$ cat src/hdl/bct_pkg.sv
`timescale 1ns / 1ps
`default_nettype none

package bct_pkg;

  // Default bracket stack depth
  localparam int unsigned STACK_DEPTH_DEF = 16;

  // Result queue depth, two results per source byte at most
  localparam int unsigned RES_DEPTH = 4;

  // Token kinds
  localparam logic [3:0] KIND_NONE   = 4'd0;
  localparam logic [3:0] KIND_OPEN   = 4'd1;
  localparam logic [3:0] KIND_CLOSE  = 4'd2;
  localparam logic [3:0] KIND_STRING = 4'd3;
  localparam logic [3:0] KIND_CHAR   = 4'd4;
  localparam logic [3:0] KIND_WORD   = 4'd5;
  localparam logic [3:0] KIND_INT    = 4'd6;
  localparam logic [3:0] KIND_FLOAT  = 4'd7;
  localparam logic [3:0] KIND_SYMBOL = 4'd8;

  // Error codes
  localparam logic [2:0] ERR_NONE      = 3'd0;
  localparam logic [2:0] ERR_NO_OPEN   = 3'd1;
  localparam logic [2:0] ERR_MISMATCH  = 3'd2;
  localparam logic [2:0] ERR_UNCLOSED  = 3'd3;
  localparam logic [2:0] ERR_TOO_DEEP  = 3'd4;

  // Source characters
  localparam logic [7:0] CH_NUL    = 8'h00;
  localparam logic [7:0] CH_BS     = 8'h08;
  localparam logic [7:0] CH_TAB    = 8'h09;
  localparam logic [7:0] CH_LF     = 8'h0A;
  localparam logic [7:0] CH_FF     = 8'h0C;
  localparam logic [7:0] CH_CR     = 8'h0D;
  localparam logic [7:0] CH_SPACE  = 8'h20;
  localparam logic [7:0] CH_DQUOTE = 8'h22;
  localparam logic [7:0] CH_HASH   = 8'h23;
  localparam logic [7:0] CH_SQUOTE = 8'h27;
  localparam logic [7:0] CH_LPAREN = 8'h28;
  localparam logic [7:0] CH_RPAREN = 8'h29;
  localparam logic [7:0] CH_MINUS  = 8'h2D;
  localparam logic [7:0] CH_DOT    = 8'h2E;
  localparam logic [7:0] CH_ZERO   = 8'h30;
  localparam logic [7:0] CH_NINE   = 8'h39;
  localparam logic [7:0] CH_LBRACK = 8'h5B;
  localparam logic [7:0] CH_BSLASH = 8'h5C;
  localparam logic [7:0] CH_RBRACK = 8'h5D;
  localparam logic [7:0] CH_BTICK  = 8'h60;
  localparam logic [7:0] CH_LC_B   = 8'h62;
  localparam logic [7:0] CH_LC_F   = 8'h66;
  localparam logic [7:0] CH_LC_N   = 8'h6E;
  localparam logic [7:0] CH_LC_R   = 8'h72;
  localparam logic [7:0] CH_LC_T   = 8'h74;
  localparam logic [7:0] CH_LBRACE = 8'h7B;
  localparam logic [7:0] CH_RBRACE = 8'h7D;
  localparam logic [7:0] CH_TILDE  = 8'h7E;

  // Printable range that starts a word
  localparam logic [7:0] PRINT_LO = 8'd32;
  localparam logic [7:0] PRINT_HI = 8'd126;

  // One result beat
  typedef struct packed {
    logic [3:0] kind;
    logic [7:0] data;
    logic       data_valid;
    logic       tok_start;
    logic       tok_end;
    logic [2:0] err;
    logic       eot;
    logic       last;
  } res_t;

  // Results caused by one source byte
  typedef struct packed {
    logic [1:0] cnt;
    res_t       r0;
    res_t       r1;
  } scan_out_t;

  function automatic res_t mk_res(logic [3:0] kind, logic [7:0] data, logic valid,
                                  logic start, logic stop, logic [2:0] err,
                                  logic eot);
    res_t r;
    r.kind       = kind;
    r.data       = data;
    r.data_valid = valid;
    r.tok_start  = start;
    r.tok_end    = stop;
    r.err        = err;
    r.eot        = eot;
    r.last       = 1'b0;
    return r;
  endfunction

endpackage : bct_pkg

`default_nettype wire

$ cat src/hdl/bct_scan.sv
`timescale 1ns / 1ps
`default_nettype none

module bct_scan
  import bct_pkg::*;
#(
  parameter int unsigned STACK_DEPTH = STACK_DEPTH_DEF
) (
  input  wire logic      clk_i,
  input  wire logic      rst_ni,
  input  wire logic      fire_i,
  input  wire logic [7:0] byte_i,
  output scan_out_t      out_o
);

  localparam int unsigned DW = $clog2(STACK_DEPTH + 1);
  localparam int unsigned AW = (STACK_DEPTH > 1) ? $clog2(STACK_DEPTH) : 1;

  // Scan modes
  localparam logic [2:0] MODE_IDLE    = 3'd0;
  localparam logic [2:0] MODE_COMMENT = 3'd1;
  localparam logic [2:0] MODE_STRING  = 3'd2;
  localparam logic [2:0] MODE_ESCAPE  = 3'd3;
  localparam logic [2:0] MODE_CHAR    = 3'd4;
  localparam logic [2:0] MODE_WORD    = 3'd5;
  localparam logic [2:0] MODE_ERROR   = 3'd6;

  // Word class flag bits
  localparam int unsigned F_SEEN  = 0;
  localparam int unsigned F_NEG   = 1;
  localparam int unsigned F_DIGIT = 2;
  localparam int unsigned F_DOT   = 3;
  localparam int unsigned F_BAD   = 4;

  logic [2:0]    mode_q, mode_d;
  logic [1:0]    quote_q, quote_d;
  logic [4:0]    flags_q, flags_d;
  logic [2:0]    err_q, err_d;
  logic [DW-1:0] depth_q, depth_d;
  logic [1:0]    tos_q;
  logic [1:0]    below_q;
  logic [1:0]    stk_mem [2**AW];

  logic          push, pop;
  logic [1:0]    push_code;
  scan_out_t     so;

  // Idle decode of the current byte
  logic          id_emit;
  res_t          id_res;
  logic [2:0]    id_mode;
  logic          id_quote_we;
  logic [1:0]    id_quote;
  logic          id_word;
  logic          id_push, id_pop;
  logic [2:0]    id_err;

  function automatic logic [4:0] word_flags(logic [4:0] f_in, logic [7:0] b);
    logic [4:0] f;
    f = f_in;
    if (!f[F_SEEN] && b == CH_MINUS) begin
      f[F_SEEN] = 1'b1;
      f[F_NEG]  = 1'b1;
    end else begin
      f[F_SEEN] = 1'b1;
      if (b >= CH_ZERO && b <= CH_NINE) begin
        f[F_DIGIT] = 1'b1;
      end else if (b == CH_DOT) begin
        if (f[F_DOT]) f[F_BAD] = 1'b1;
        else          f[F_DOT] = 1'b1;
      end else begin
        f[F_BAD] = 1'b1;
      end
    end
    return f;
  endfunction

  function automatic logic [3:0] word_kind(logic [4:0] f);
    logic [3:0] k;
    if (f[F_BAD] || !f[F_DIGIT]) k = KIND_SYMBOL;
    else if (f[F_DOT])           k = KIND_FLOAT;
    else                         k = KIND_INT;
    return k;
  endfunction

  function automatic logic is_boundary(logic [7:0] b);
    return b == CH_NUL || b == CH_SPACE || b == CH_LF || b == CH_CR || b == CH_TAB ||
           b == CH_DQUOTE || b == CH_SQUOTE || b == CH_BTICK || b == CH_LBRACK ||
           b == CH_RBRACK || b == CH_LPAREN || b == CH_RPAREN || b == CH_LBRACE ||
           b == CH_RBRACE;
  endfunction

  function automatic logic [7:0] escape_conv(logic [7:0] b);
    logic [7:0] r;
    unique case (b)
      CH_LC_T: r = CH_TAB;
      CH_LC_N: r = CH_LF;
      CH_LC_R: r = CH_CR;
      CH_LC_F: r = CH_FF;
      CH_LC_B: r = CH_BS;
      default: r = b;
    endcase
    return r;
  endfunction

  function automatic logic [7:0] quote_char(logic [1:0] q);
    logic [7:0] c;
    unique case (q)
      2'd1:    c = CH_DQUOTE;
      2'd2:    c = CH_BTICK;
      2'd3:    c = CH_SQUOTE;
      default: c = CH_NUL;
    endcase
    return c;
  endfunction

  function automatic logic [7:0] close_char(logic [1:0] code);
    logic [7:0] c;
    unique case (code)
      2'd1:    c = CH_RBRACK;
      2'd2:    c = CH_RBRACE;
      default: c = CH_RPAREN;
    endcase
    return c;
  endfunction

  // Decode the byte as seen from idle
  always_comb begin
    id_emit     = 1'b0;
    id_res      = mk_res(KIND_NONE, CH_NUL, 1'b0, 1'b0, 1'b0, ERR_NONE, 1'b0);
    id_mode     = MODE_IDLE;
    id_quote_we = 1'b0;
    id_quote    = 2'd0;
    id_word     = 1'b0;
    id_push     = 1'b0;
    id_pop      = 1'b0;
    id_err      = ERR_NONE;
    push_code   = 2'd0;
    unique case (byte_i) inside
      CH_HASH: begin
        id_mode = MODE_COMMENT;
      end
      CH_SPACE, CH_TAB, CH_LF, CH_CR, CH_FF, CH_BS: begin
        id_mode = MODE_IDLE;
      end
      CH_DQUOTE, CH_BTICK, CH_SQUOTE: begin
        id_quote_we = 1'b1;
        id_quote    = (byte_i == CH_DQUOTE) ? 2'd1 : (byte_i == CH_BTICK) ? 2'd2 : 2'd3;
        id_mode     = MODE_STRING;
        id_emit     = 1'b1;
        id_res      = mk_res(KIND_STRING, CH_NUL, 1'b0, 1'b1, 1'b0, ERR_NONE, 1'b0);
      end
      CH_TILDE: begin
        id_mode = MODE_CHAR;
      end
      CH_LPAREN, CH_LBRACK, CH_LBRACE: begin
        id_emit = 1'b1;
        if (depth_q >= DW'(STACK_DEPTH)) begin
          id_err  = ERR_TOO_DEEP;
          id_mode = MODE_ERROR;
          id_res  = mk_res(KIND_NONE, byte_i, 1'b0, 1'b0, 1'b0, ERR_TOO_DEEP, 1'b0);
        end else begin
          id_push   = 1'b1;
          push_code = (byte_i == CH_LPAREN) ? 2'd0 : (byte_i == CH_LBRACK) ? 2'd1 : 2'd2;
          id_res    = mk_res(KIND_OPEN, byte_i, 1'b1, 1'b1, 1'b1, ERR_NONE, 1'b0);
        end
      end
      CH_RPAREN, CH_RBRACK, CH_RBRACE: begin
        id_emit = 1'b1;
        if (depth_q == '0) begin
          id_err  = ERR_NO_OPEN;
          id_mode = MODE_ERROR;
          id_res  = mk_res(KIND_NONE, byte_i, 1'b0, 1'b0, 1'b0, ERR_NO_OPEN, 1'b0);
        end else if (close_char(tos_q) != byte_i) begin
          id_err  = ERR_MISMATCH;
          id_mode = MODE_ERROR;
          id_res  = mk_res(KIND_NONE, byte_i, 1'b0, 1'b0, 1'b0, ERR_MISMATCH, 1'b0);
        end else begin
          id_pop = 1'b1;
          id_res = mk_res(KIND_CLOSE, byte_i, 1'b1, 1'b1, 1'b1, ERR_NONE, 1'b0);
        end
      end
      default: begin
        if (byte_i >= PRINT_LO && byte_i <= PRINT_HI) begin
          id_word = 1'b1;
          id_mode = MODE_WORD;
          id_emit = 1'b1;
          id_res  = mk_res(KIND_WORD, byte_i, 1'b1, 1'b1, 1'b0, ERR_NONE, 1'b0);
        end
      end
    endcase
  end

  // Step the scanner for one byte
  always_comb begin
    mode_d  = mode_q;
    quote_d = quote_q;
    flags_d = flags_q;
    err_d   = err_q;
    depth_d = depth_q;
    push    = 1'b0;
    pop     = 1'b0;
    so.cnt  = 2'd0;
    so.r0   = mk_res(KIND_NONE, CH_NUL, 1'b0, 1'b0, 1'b0, ERR_NONE, 1'b0);
    so.r1   = so.r0;

    if (byte_i == CH_NUL) begin
      // End of text: close open token, report, then clear
      if (mode_q == MODE_WORD || mode_q == MODE_STRING || mode_q == MODE_ESCAPE) begin
        so.cnt = 2'd2;
        so.r0  = mk_res((mode_q == MODE_WORD) ? word_kind(flags_q) : KIND_STRING,
                        CH_NUL, 1'b0, 1'b0, 1'b1, ERR_NONE, 1'b0);
        so.r1  = mk_res(KIND_NONE, CH_NUL, 1'b0, 1'b0, 1'b0,
                        (err_q != ERR_NONE) ? err_q :
                        (depth_q != '0) ? ERR_UNCLOSED : ERR_NONE, 1'b1);
      end else begin
        so.cnt = 2'd1;
        so.r0  = mk_res(KIND_NONE, CH_NUL, 1'b0, 1'b0, 1'b0,
                        (err_q != ERR_NONE) ? err_q :
                        (depth_q != '0) ? ERR_UNCLOSED : ERR_NONE, 1'b1);
      end
      mode_d  = MODE_IDLE;
      quote_d = 2'd0;
      flags_d = '0;
      err_d   = ERR_NONE;
      depth_d = '0;
    end else begin
      unique case (mode_q)
        MODE_ERROR: begin
          mode_d = MODE_ERROR;
        end
        MODE_COMMENT: begin
          if (byte_i == CH_LF) mode_d = MODE_IDLE;
        end
        MODE_STRING: begin
          if (byte_i == CH_BSLASH) begin
            mode_d = MODE_ESCAPE;
          end else if (byte_i == quote_char(quote_q)) begin
            so.cnt = 2'd1;
            so.r0  = mk_res(KIND_STRING, CH_NUL, 1'b0, 1'b0, 1'b1, ERR_NONE, 1'b0);
            mode_d = MODE_IDLE;
          end else begin
            so.cnt = 2'd1;
            so.r0  = mk_res(KIND_STRING, byte_i, 1'b1, 1'b0, 1'b0, ERR_NONE, 1'b0);
          end
        end
        MODE_ESCAPE: begin
          so.cnt = 2'd1;
          so.r0  = mk_res(KIND_STRING, escape_conv(byte_i), 1'b1, 1'b0, 1'b0,
                          ERR_NONE, 1'b0);
          mode_d = MODE_STRING;
        end
        MODE_CHAR: begin
          so.cnt = 2'd1;
          so.r0  = mk_res(KIND_CHAR, byte_i, 1'b1, 1'b1, 1'b1, ERR_NONE, 1'b0);
          mode_d = MODE_IDLE;
        end
        MODE_WORD: begin
          if (!is_boundary(byte_i)) begin
            flags_d = word_flags(flags_q, byte_i);
            so.cnt  = 2'd1;
            so.r0   = mk_res(KIND_WORD, byte_i, 1'b1, 1'b0, 1'b0, ERR_NONE, 1'b0);
          end else begin
            // End the word, then treat the boundary byte as in idle
            so.r0   = mk_res(word_kind(flags_q), CH_NUL, 1'b0, 1'b0, 1'b1, ERR_NONE, 1'b0);
            so.r1   = id_res;
            so.cnt  = id_emit ? 2'd2 : 2'd1;
            flags_d = '0;
            mode_d  = id_mode;
            if (id_quote_we) quote_d = id_quote;
            if (id_err != ERR_NONE) err_d = id_err;
            push = id_push;
            pop  = id_pop;
          end
        end
        default: begin
          so.r0  = id_res;
          so.cnt = id_emit ? 2'd1 : 2'd0;
          mode_d = id_mode;
          if (id_quote_we) quote_d = id_quote;
          if (id_word) flags_d = word_flags(5'd0, byte_i);
          if (id_err != ERR_NONE) err_d = id_err;
          push = id_push;
          pop  = id_pop;
        end
      endcase
      if (push) depth_d = depth_q + DW'(1);
      if (pop)  depth_d = depth_q - DW'(1);
    end

    // Mark the final result of this byte
    if (so.cnt == 2'd1) so.r0.last = 1'b1;
    if (so.cnt == 2'd2) so.r1.last = 1'b1;
  end

  assign out_o = so;

  // Hold scanner state between beats
  always_ff @(posedge clk_i or negedge rst_ni) begin
    if (!rst_ni) begin
      mode_q  <= MODE_IDLE;
      quote_q <= 2'd0;
      flags_q <= '0;
      err_q   <= ERR_NONE;
      depth_q <= '0;
    end else if (fire_i) begin
      mode_q  <= mode_d;
      quote_q <= quote_d;
      flags_q <= flags_d;
      err_q   <= err_d;
      depth_q <= depth_d;
    end
  end

  // Bracket stack: top and next entry in registers, the rest in memory
  always_ff @(posedge clk_i) begin
    if (fire_i && push) begin
      if (depth_q != '0) stk_mem[AW'(depth_q - DW'(1))] <= tos_q;
      tos_q   <= push_code;
      below_q <= tos_q;
    end else if (fire_i && pop) begin
      tos_q   <= below_q;
      below_q <= stk_mem[AW'(depth_q - DW'(3))];
    end
  end

  // Depth stays within the stack
  a_depth_bound: assert property (@(posedge clk_i) disable iff (!rst_ni)
    depth_q <= DW'(STACK_DEPTH))
    else $error("bracket depth beyond stack size");

  // End of text returns the scanner to idle with an empty stack
  a_eot_clears: assert property (@(posedge clk_i) disable iff (!rst_ni)
    fire_i && byte_i == CH_NUL |=> mode_q == MODE_IDLE && depth_q == '0 && err_q == ERR_NONE)
    else $error("end of text did not clear scanner");

  // Two results only come with the last mark on the second one
  a_last_mark: assert property (@(posedge clk_i) disable iff (!rst_ni)
    out_o.cnt == 2'd2 |-> out_o.r1.last && !out_o.r0.last)
    else $error("last mark misplaced");

  // Error mode always carries a latched code
  a_err_latched: assert property (@(posedge clk_i) disable iff (!rst_ni)
    mode_q == MODE_ERROR |-> err_q != ERR_NONE)
    else $error("error mode without code");

endmodule : bct_scan

`default_nettype wire

$ cat src/hdl/bct_res_fifo.sv
`timescale 1ns / 1ps
`default_nettype none

module bct_res_fifo
  import bct_pkg::*;
(
  input  wire logic      clk_i,
  input  wire logic      rst_ni,
  input  wire logic      push_i,
  input  wire scan_out_t in_i,
  input  wire logic      pop_i,
  output logic           space_o,
  output logic           valid_o,
  output res_t           head_o
);

  localparam int unsigned PW = $clog2(RES_DEPTH);
  localparam int unsigned CW = $clog2(RES_DEPTH + 1);

  res_t          mem_q [RES_DEPTH];
  logic [PW-1:0] wp_q, rp_q;
  logic [CW-1:0] count_q;
  logic [CW-1:0] wr_cnt;
  logic          rd;

  assign wr_cnt  = push_i ? CW'(in_i.cnt) : '0;
  assign rd      = pop_i && valid_o;
  assign valid_o = count_q != '0;
  assign space_o = count_q <= CW'(RES_DEPTH - 2);
  assign head_o  = mem_q[rp_q];

  // Store up to two results per beat
  always_ff @(posedge clk_i) begin
    if (wr_cnt != '0) mem_q[wp_q] <= in_i.r0;
    if (wr_cnt == CW'(2)) mem_q[wp_q + PW'(1)] <= in_i.r1;
  end

  // Advance pointers and occupancy
  always_ff @(posedge clk_i or negedge rst_ni) begin
    if (!rst_ni) begin
      wp_q    <= '0;
      rp_q    <= '0;
      count_q <= '0;
    end else begin
      wp_q    <= wp_q + PW'(wr_cnt);
      rp_q    <= rp_q + PW'(rd);
      count_q <= count_q + wr_cnt - CW'(rd);
    end
  end

  // Occupancy never exceeds the queue
  a_no_overflow: assert property (@(posedge clk_i) disable iff (!rst_ni)
    count_q <= CW'(RES_DEPTH))
    else $error("result queue overflow");

  // Writes only land where there is room
  a_write_room: assert property (@(posedge clk_i) disable iff (!rst_ni)
    wr_cnt != '0 |-> count_q + wr_cnt <= CW'(RES_DEPTH))
    else $error("result queue written while full");

  // Pointers stay apart by the occupancy
  a_ptr_track: assert property (@(posedge clk_i) disable iff (!rst_ni)
    PW'(wp_q - rp_q) == PW'(count_q))
    else $error("result queue pointers out of step");

endmodule : bct_res_fifo

`default_nettype wire

$ cat src/hdl/bracket_checking_tokenizer.sv
`timescale 1ns / 1ps
`default_nettype none
// Bracket-checking tokenizer: scans source text one byte per beat.
// Input stream: s_axis carries one source byte in tdata[7:0]; a zero byte
// ends the text, reports the result and returns the scanner to idle.
// Output stream: m_axis carries one result per beat. tuser holds the token
// kind, tdata the byte, flags and error code, tlast marks the final result
// caused by a source byte. A byte causes zero, one or two results.
// The input register holds an accepted byte until the result queue has room;
// its results are then written into the queue, from whose head they are
// presented on m_axis.
// Throughput: one byte per cycle while each byte yields at most one result
// and m_axis does not stall; output bandwidth is set by the single output
// port draining the four-entry result queue.
// A byte is taken from the input register only when the queue has room for
// two results, so a stall at m_axis backs up into s_axis tready after the
// queue fills; no result is lost or repeated.
// Reset clears the scan mode, nesting depth, word flags, error latch and
// the result queue; bracket stack contents are not cleared.
module bracket_checking_tokenizer
  import bct_pkg::*;
#(
  parameter int unsigned STACK_DEPTH = STACK_DEPTH_DEF
) (
  input  wire logic        clk_i,
  input  wire logic        rst_ni,
  input  wire logic        s_axis_tvalid,
  output logic             s_axis_tready,
  input  wire logic [7:0]  s_axis_tdata,   // [7:0] in_byte
  output logic             m_axis_tvalid,
  input  wire logic        m_axis_tready,
  output logic [15:0]      m_axis_tdata,   // [7:0] data_byte, [8] data_valid,
                                           // [9] token_start, [10] token_end,
                                           // [13:11] error_code, [14] end_of_text
  output logic [3:0]       m_axis_tuser,   // [3:0] token_kind
  output logic             m_axis_tlast
);

  logic      in_valid_q;
  logic [7:0] in_byte_q;
  logic      fire;
  logic      space;
  scan_out_t scan_out;
  res_t      head;

  assign fire          = in_valid_q && space;
  assign s_axis_tready = !in_valid_q || fire;

  // Hold the accepted byte until the queue has room
  always_ff @(posedge clk_i or negedge rst_ni) begin
    if (!rst_ni) begin
      in_valid_q <= 1'b0;
    end else if (s_axis_tready) begin
      in_valid_q <= s_axis_tvalid;
    end
  end

  always_ff @(posedge clk_i) begin
    if (s_axis_tready && s_axis_tvalid) in_byte_q <= s_axis_tdata;
  end

  bct_scan #(
    .STACK_DEPTH(STACK_DEPTH)
  ) u_scan (
    .clk_i (clk_i),
    .rst_ni(rst_ni),
    .fire_i(fire),
    .byte_i(in_byte_q),
    .out_o (scan_out)
  );

  bct_res_fifo u_fifo (
    .clk_i  (clk_i),
    .rst_ni (rst_ni),
    .push_i (fire),
    .in_i   (scan_out),
    .pop_i  (m_axis_tready),
    .space_o(space),
    .valid_o(m_axis_tvalid),
    .head_o (head)
  );

  // Pack the head result onto the output beat
  assign m_axis_tdata = {1'b0, head.eot, head.err, head.tok_end, head.tok_start,
                         head.data_valid, head.data};
  assign m_axis_tuser = head.kind;
  assign m_axis_tlast = head.last;

endmodule : bracket_checking_tokenizer

`default_nettype wire

$ cat config.mk
export PLATFORM = sky130hd
export DESIGN_NAME = bracket_checking_tokenizer
export DESIGN_NICKNAME = d
export VERILOG_FILES = /design/src/hdl/bct_pkg.sv /design/src/hdl/bct_scan.sv /design/src/hdl/bct_res_fifo.sv /design/src/hdl/bracket_checking_tokenizer.sv
export SDC_FILE = /design/constraint.sdc
export NUM_CORES = 1
export LEC_CHECK = 0
export ABC_AREA = 1
export BUFFER_PORTS_ARGS = -buffer_cell sky130_fd_sc_hd__buf_2
export CORE_ASPECT_RATIO = 1.1
export CORE_MARGIN = 2
export CORE_UTILIZATION = 55
export DETAILED_ROUTE_END_ITERATION = 6
export PLACE_DENSITY = 0.72
export SLEW_MARGIN = 20
export SYNTH_ARGS = -nofsm -noshare
export SYNTH_HDL_FRONTEND = slang
export SYNTH_HIERARCHICAL = 1
export SYNTH_SLANG_ARGS = --single-unit
$ cat constraint.sdc
create_clock -name clk_i -period 3.6 [get_ports clk_i]
set_input_delay 0.18 -clock clk_i [delete_from_list [all_inputs] [get_ports clk_i]]
set_output_delay 0.18 -clock clk_i [all_outputs]
set_load 0.005 [all_outputs]
# Word-level counts from Yosys, hierarchy flattened
# Memories as Yosys holds them, arrays and structs flattened.
# Index checks and enable logic that the tools add are counted.
[classes]
n_shift = 0
n_bitwise = 0
addsub = 8
n_reduce_logical = 54
n_div = 0
muxes = 110
mul = 0
eq_ne = 50
magnitude_cmp = 6
[ops]
columns = ["operator", "count"]
rows = [
  ["22-bit one-hot mux with 5 select lines", 1],
  ["8-bit by 7-bit equality test with 1-bit output (second input constant)", 12],
  ["20-bit one-hot mux with 4 select lines", 1],
  ["8-bit by 6-bit equality test with 1-bit output (second input constant)", 8],
  ["3-bit 2-to-1 mux", 16],
  ["22-bit 2-to-1 mux", 2],
  ["42-bit 2-to-1 mux", 1],
  ["8-bit by 4-bit equality test with 1-bit output (second input constant)", 5],
  ["2-bit 2-to-1 mux", 20],
  ["20-bit 2-to-1 mux", 2],
  ["8-bit 2-to-1 mux", 5],
  ["8-bit one-hot mux with 5 select lines", 1],
  ["18-bit 2-to-1 mux", 2],
  ["3-bit one-hot mux with 6 select lines", 2],
  ["1-bit 2-to-1 mux", 35],
  ["5-bit 2-to-1 mux", 7],
  ["21-bit 2-to-1 mux", 1],
  ["7-bit one-hot mux with 3 select lines", 1],
  ["4-bit by 3-bit != test with 1-bit output (second input constant)", 5],
  ["19-bit 2-to-1 mux", 1],
  ["3-bit nonzero test", 6],
  ["1-bit logical OR", 17],
  ["17-bit 2-to-1 mux", 1],
  ["17-bit OR reduction", 1],
  ["48 further kinds", 75],
]
[word_totals]
word_cells = 245
in_bits = 12
mem_count = 2
ff_bits = 37
latchBits = 0
ram_bits = 112
mem_bits_ro = 0
[mem_list]
columns = ["memory", "depth", "word_bits", "read_ports", "rd_ports_with_merged_regs", "wr", "line_no", "text"]
rows = [
  ["u_fifo.mem_q", 4, 20, 1, 0, 2, "bct_res_fifo.sv:20", "res_t mem_q [RES_DEPTH];"],
  ["u_scan.stk_mem", 16, 2, 1, 0, 1, "bct_scan.sv:42", "logic [1:0] stk_mem [2**AW];"],
]

# Longest topological paths before layout
[depth]
word_depth = 21
ltp_mapped = 25
depth_no_buf = 24

# Hierarchy
# The synthesis kept the hierarchy.
[modules_own_cells]
columns = ["module", "n_inst", "area_each_um2", "cells_per_inst", "seq_area_each_um2"]
rows = [
  ["bct_res_fifo", 1, 4653.2, 477, 2577.5],
  ["bct_scan", 1, 4435.5, 645, 1506.4],
  ["bracket_checking_tokenizer", 1, 304.0, 18, 265.3],
]

# Worst setup path before layout
# No wires, ideal clock.
[synth_path]
path_kind = "register to register"
startpoint = "register in_byte_q[5]"
endpoint = "register u_fifo.count_q[2]"
required_ns = 3.483
path_buffers = 1
t_arrival_ns = 3.077
setup_time_ns = 0.117
path_slack_ns = 0.407
synth_period_minus_slack_ns = 3.193
stages_incl_launch_ff = 24
path_cell_list = "edfxtp_1 > buf_2 > inv_2 > nor2_1 > nand2_1 > nor2_1 > nor2_2 > nand2_1 > nor2_4 > nand3_2 > nand2_1 > nand2_1 > a21oi_1 > nand2_1 > inv_1 > nand2_1 > nand2_1 > ha_1 > inv_1 > fa_1 > xnor2_1 > inv_1 > nand2_1 > nand2_1"
[synth_rtl]
columns = ["element", "line_no", "text"]
rows = [
  ["start: declaration", "bracket_checking_tokenizer.sv:40", "logic [7:0] in_byte_q;"],
  ["start signal: assignment", "bracket_checking_tokenizer.sv:59", "if (s_axis_tready && s_axis_tvalid) in_byte_q <= s_axis_tdata;"],
  ["end signal: assignment", "bct_res_fifo.sv:47", "count_q <= count_q + wr_cnt - CW'(rd);"],
  ["end: declaration", "bct_res_fifo.sv:22", "logic [CW-1:0] count_q;"],
]

==> impl_metrics.ini <==
[grt]
grt_util_all_layers_pct = 28.36
gr-total-overflow = 0
grt_pass1_wl_um = 39320
grt_pass1_vias = 7472
grt_antenna_before_repair = 0
grt_max_degree = 44

[setup_path]
crit_path_cell_trace = buf_4, nand3_1, nor2_1, nor2_2, nand2_1, nor2_4, nand3_2, nand2_1, nand2_1, a21oi_1, nand2_1, inv_1, nand2_1, nand2_1, ha_1, inv_1, fa_1, xnor2_2, inv_1, nand2_1, nand2_1
cpMaxStageDelayCell = edfxtp_1
path_class = reg2reg
cp.required_ns = 3.92
r2r_end = u_fifo/count_q[2]$_DFF_PN0_
worstPathMaxFanout = 7
r2r_cells = 21
path_common_cell = nand2_1
start_kind = register
arrival_ns = 3.63
reg2reg_slack_ns = 0.29
r2r_start = in_byte_q[4]$_DFFE_PP_
worstSetupStartpoint = in_byte_q[4]$_DFFE_PP_
max_stage_delay_ns = 0.50
cp-end-kind = register

[min_path]
hold_path_depth = 3
min_path_type = in2reg
min-delay-start = m_axis_tready
whs_endpoint = u_fifo/rp_q[1]$_DFF_PN0_

[timing]
post-route-period-util_pct = 92.07
finalCriticalPeriod_ns = 3.314
whs_ns = 0.03743
relSlewSlack_pct = 50.63
finalMaxSlewViolations = 0
tightest_slew_ns = 0.7371
finalSetupViolCount = 0
clock_skew_ns = 0.01082
hold_viol = 0
fmax_ghz = 0.3017

[layout]
post-route-cell-area_um2 = 10600
layout.cells.non_filler = 1421
drive_gt1_share_pct = 19.46
nets = 1223
regArea_um2 = 4349
area_growth_pct = 12.88
num-fill-cells = 1503
n_antenna_cell = 0
multi_input_area_um2 = 4273

[floorplan]
die-height_um = 141.1
die_w_um = 128.6
die_area_um2 = 18140
std_cell_rows = 50
core_area_um2 = 16890
io_pins = 35
start_util_pct = 55.61

[synthesis]
synth_flop_cell = edfxtp_1
ys_seq_area_share_pct = 46.30
syn_area_per_cell_um2 = 8.239
synth.most_common_cell = nand2_1
yosys.area.top_type_share_pct = 39.64
syn_area_um2 = 9393
yosys.area.top_type = edfxtp_1
yosys_warnings = 6
synth_common_cells = nand2_1, nor2_1, edfxtp_1
async_flop_share_pct = 16.78
ys_types = 45
ys_seq_elements = 149
synth-edff-count = 124
ys_top_cells_by_area = edfxtp_1, nand2_1, dfrtp_1
syn_inst = 1140

[power]
leakagePower_uw = 0.004425
power_density_nw_per_um2 = 765.2
vdd_drop_max_uv = 430.7

[clock_network]
insertion_delay_ns = 0.43
cts_made_buffers = 17
tritoncts = built
clk_pin_slew_ns = 0.07
cts-root-buf = clkbuf_16
clockBufferDepth = 2
cts.sinks = 149
htreeDepth = 4

[placement]
placed_cell_area_um2 = 9792
dp_hpwl_um = 17780
routabilityCongestion = 1.012
dp.cells = 1367
portBuffers = 33

[drt]
ant_nets = 0
drt-total-wl_um = 24830
drt-initial-drc-count = 633
first_pass_iters = 5
drc = 0
viasPerCell = 5.666
wl_per_cell_um = 17.48
vias = 8052

[outcome]
status = complete, no violations

[flow_run]
maxCapViolCount = 0
-- flip-flops by register name (all words and copies together), names as in the netlist --
register        flops
u_scan/quote_q      2
u_scan/err_q        3
u_fifo/mem_q       80
u_scan/depth_q      5
in_byte_q           8
u_scan/stk_mem     32
u_fifo/wp_q         2
u_scan/below_q      2
u_fifo/count_q      3
u_scan/flags_q      4
u_scan/tos_q        2
u_scan/mode_q       3
u_fifo/rp_q         2
in_valid_q          1
-- critical path: cells and delay by family (launching register included) --
family | cells | cell delay (ns)
DFF | 1 | 0.50
buffers and inverters | 4 | 0.39
adders and majority gates | 2 | 0.53
xor gates and xnor gates | 1 | 0.16
AOI/OAI and AO/OA | 1 | 0.19
and+or+nand+nor | 13 | 1.42
-- power breakdown --
group	switching [uW]	internal (uW)	leakage, uW
Clock	715	1100	0.000285
Sequential	143	2360	0.00146
Combinational	2460	1350	0.00268
-- stage by stage --
stage	setup WS, ns	utilization, %	TNS [ns]	power, uW
2_1_floorplan	0.4066	-	0	5078
3_3_place_gp	0.2933	57.97	0	6142
3_5_place_dp	0.2069	57.97	0	6231
4_1_cts	0.1951	62.15	0	8059
5_1_grt	-0.01044	62.77	-0.01044	8707
6_report	0.2856	62.77	0	8113
-- placed cells by master, fill, tap and decap left out, types with 4 or more instances in the layout --
master,instances
a21oi_1,18
a31oi_1,5
buf_12,5
buf_2,33
buf_4,47
clkbuf_16,17
clkinvlp_4,4
conb_1,4
dfrtp_1,25
dlygate4sd3_1,10
edfxtp_1,124
ha_1,10
inv_1,82
inv_2,14
nand2_1,283
nand2_2,6
nand2_4,8
nand3_1,55
nand3b_1,4
nand4_1,11
nor2_1,157
nor2_2,9
nor2_4,8
nor3_1,17
nor3_2,9
o211ai_1,10
o21ai_0,83
o21ai_1,50
o21ai_2,51
o221ai_1,5
o22ai_1,9
xor2_1,6
-- worst max path at each step --
stage                                        endpoint  cells after the start
final                     u_fifo/count_q[2]$_DFF_PN0_                     21
after global routing      u_fifo/count_q[2]$_DFF_PN0_                     24
after CTS                 u_fifo/count_q[2]$_DFF_PN0_                     18
after detailed placement  u_fifo/count_q[2]$_DFF_PN0_                     18
after global placement    u_fifo/count_q[2]$_DFF_PN0_                     22
after floorplan           u_fifo/count_q[2]$_DFF_PN0_                     23
-- per-layer routing --
| metal | track usage [%] | part of all wire, % | wire length (um) | vias to the layer above |
|---|---|---|---|---|
| met5 | 0 | 0 | 0 | - |
| met4 | 12.99 | 4.0 | 991 | 0 |
| met3 | 5.047 | 5.2 | 1295 | 76 |
| met2 | 47.42 | 49 | 12210 | 289 |
| met1 | 35.96 | 42 | 10340 | 3755 |
| li1 | - | - | - | 3932 |
-- cells by family after synthesis --
kind of cell	share of synthesized area, %
and+or+nand+nor	27.31
AOI/OAI and AO/OA	15.41
buffers and inverters	8.419
DFF	46.30
adders and majority gates	1.545
xor gates and xnor gates	0.9324
other	0.07996
-- timing repair --
action                                  in CTS  in global routing
buffers inserted                             0                 12
endpoints found under the setup margin       0                  1
resized for setup                            0                  6
hold buffers                                10                  0
endpoints found under the hold margin       34                  0
-- layout make-up --
class,instances,share of cell area [%]
Timing Repair Buffer,96,6.821
Inverter,102,3.694
Clock inverter,14,1.664
Tap cell,208,2.455
Multi-Input combinational cell,834,40.30
Clock buffer,18,4.048
Sequential cell,149,41.02
Power figures use the tool's default switching activity.
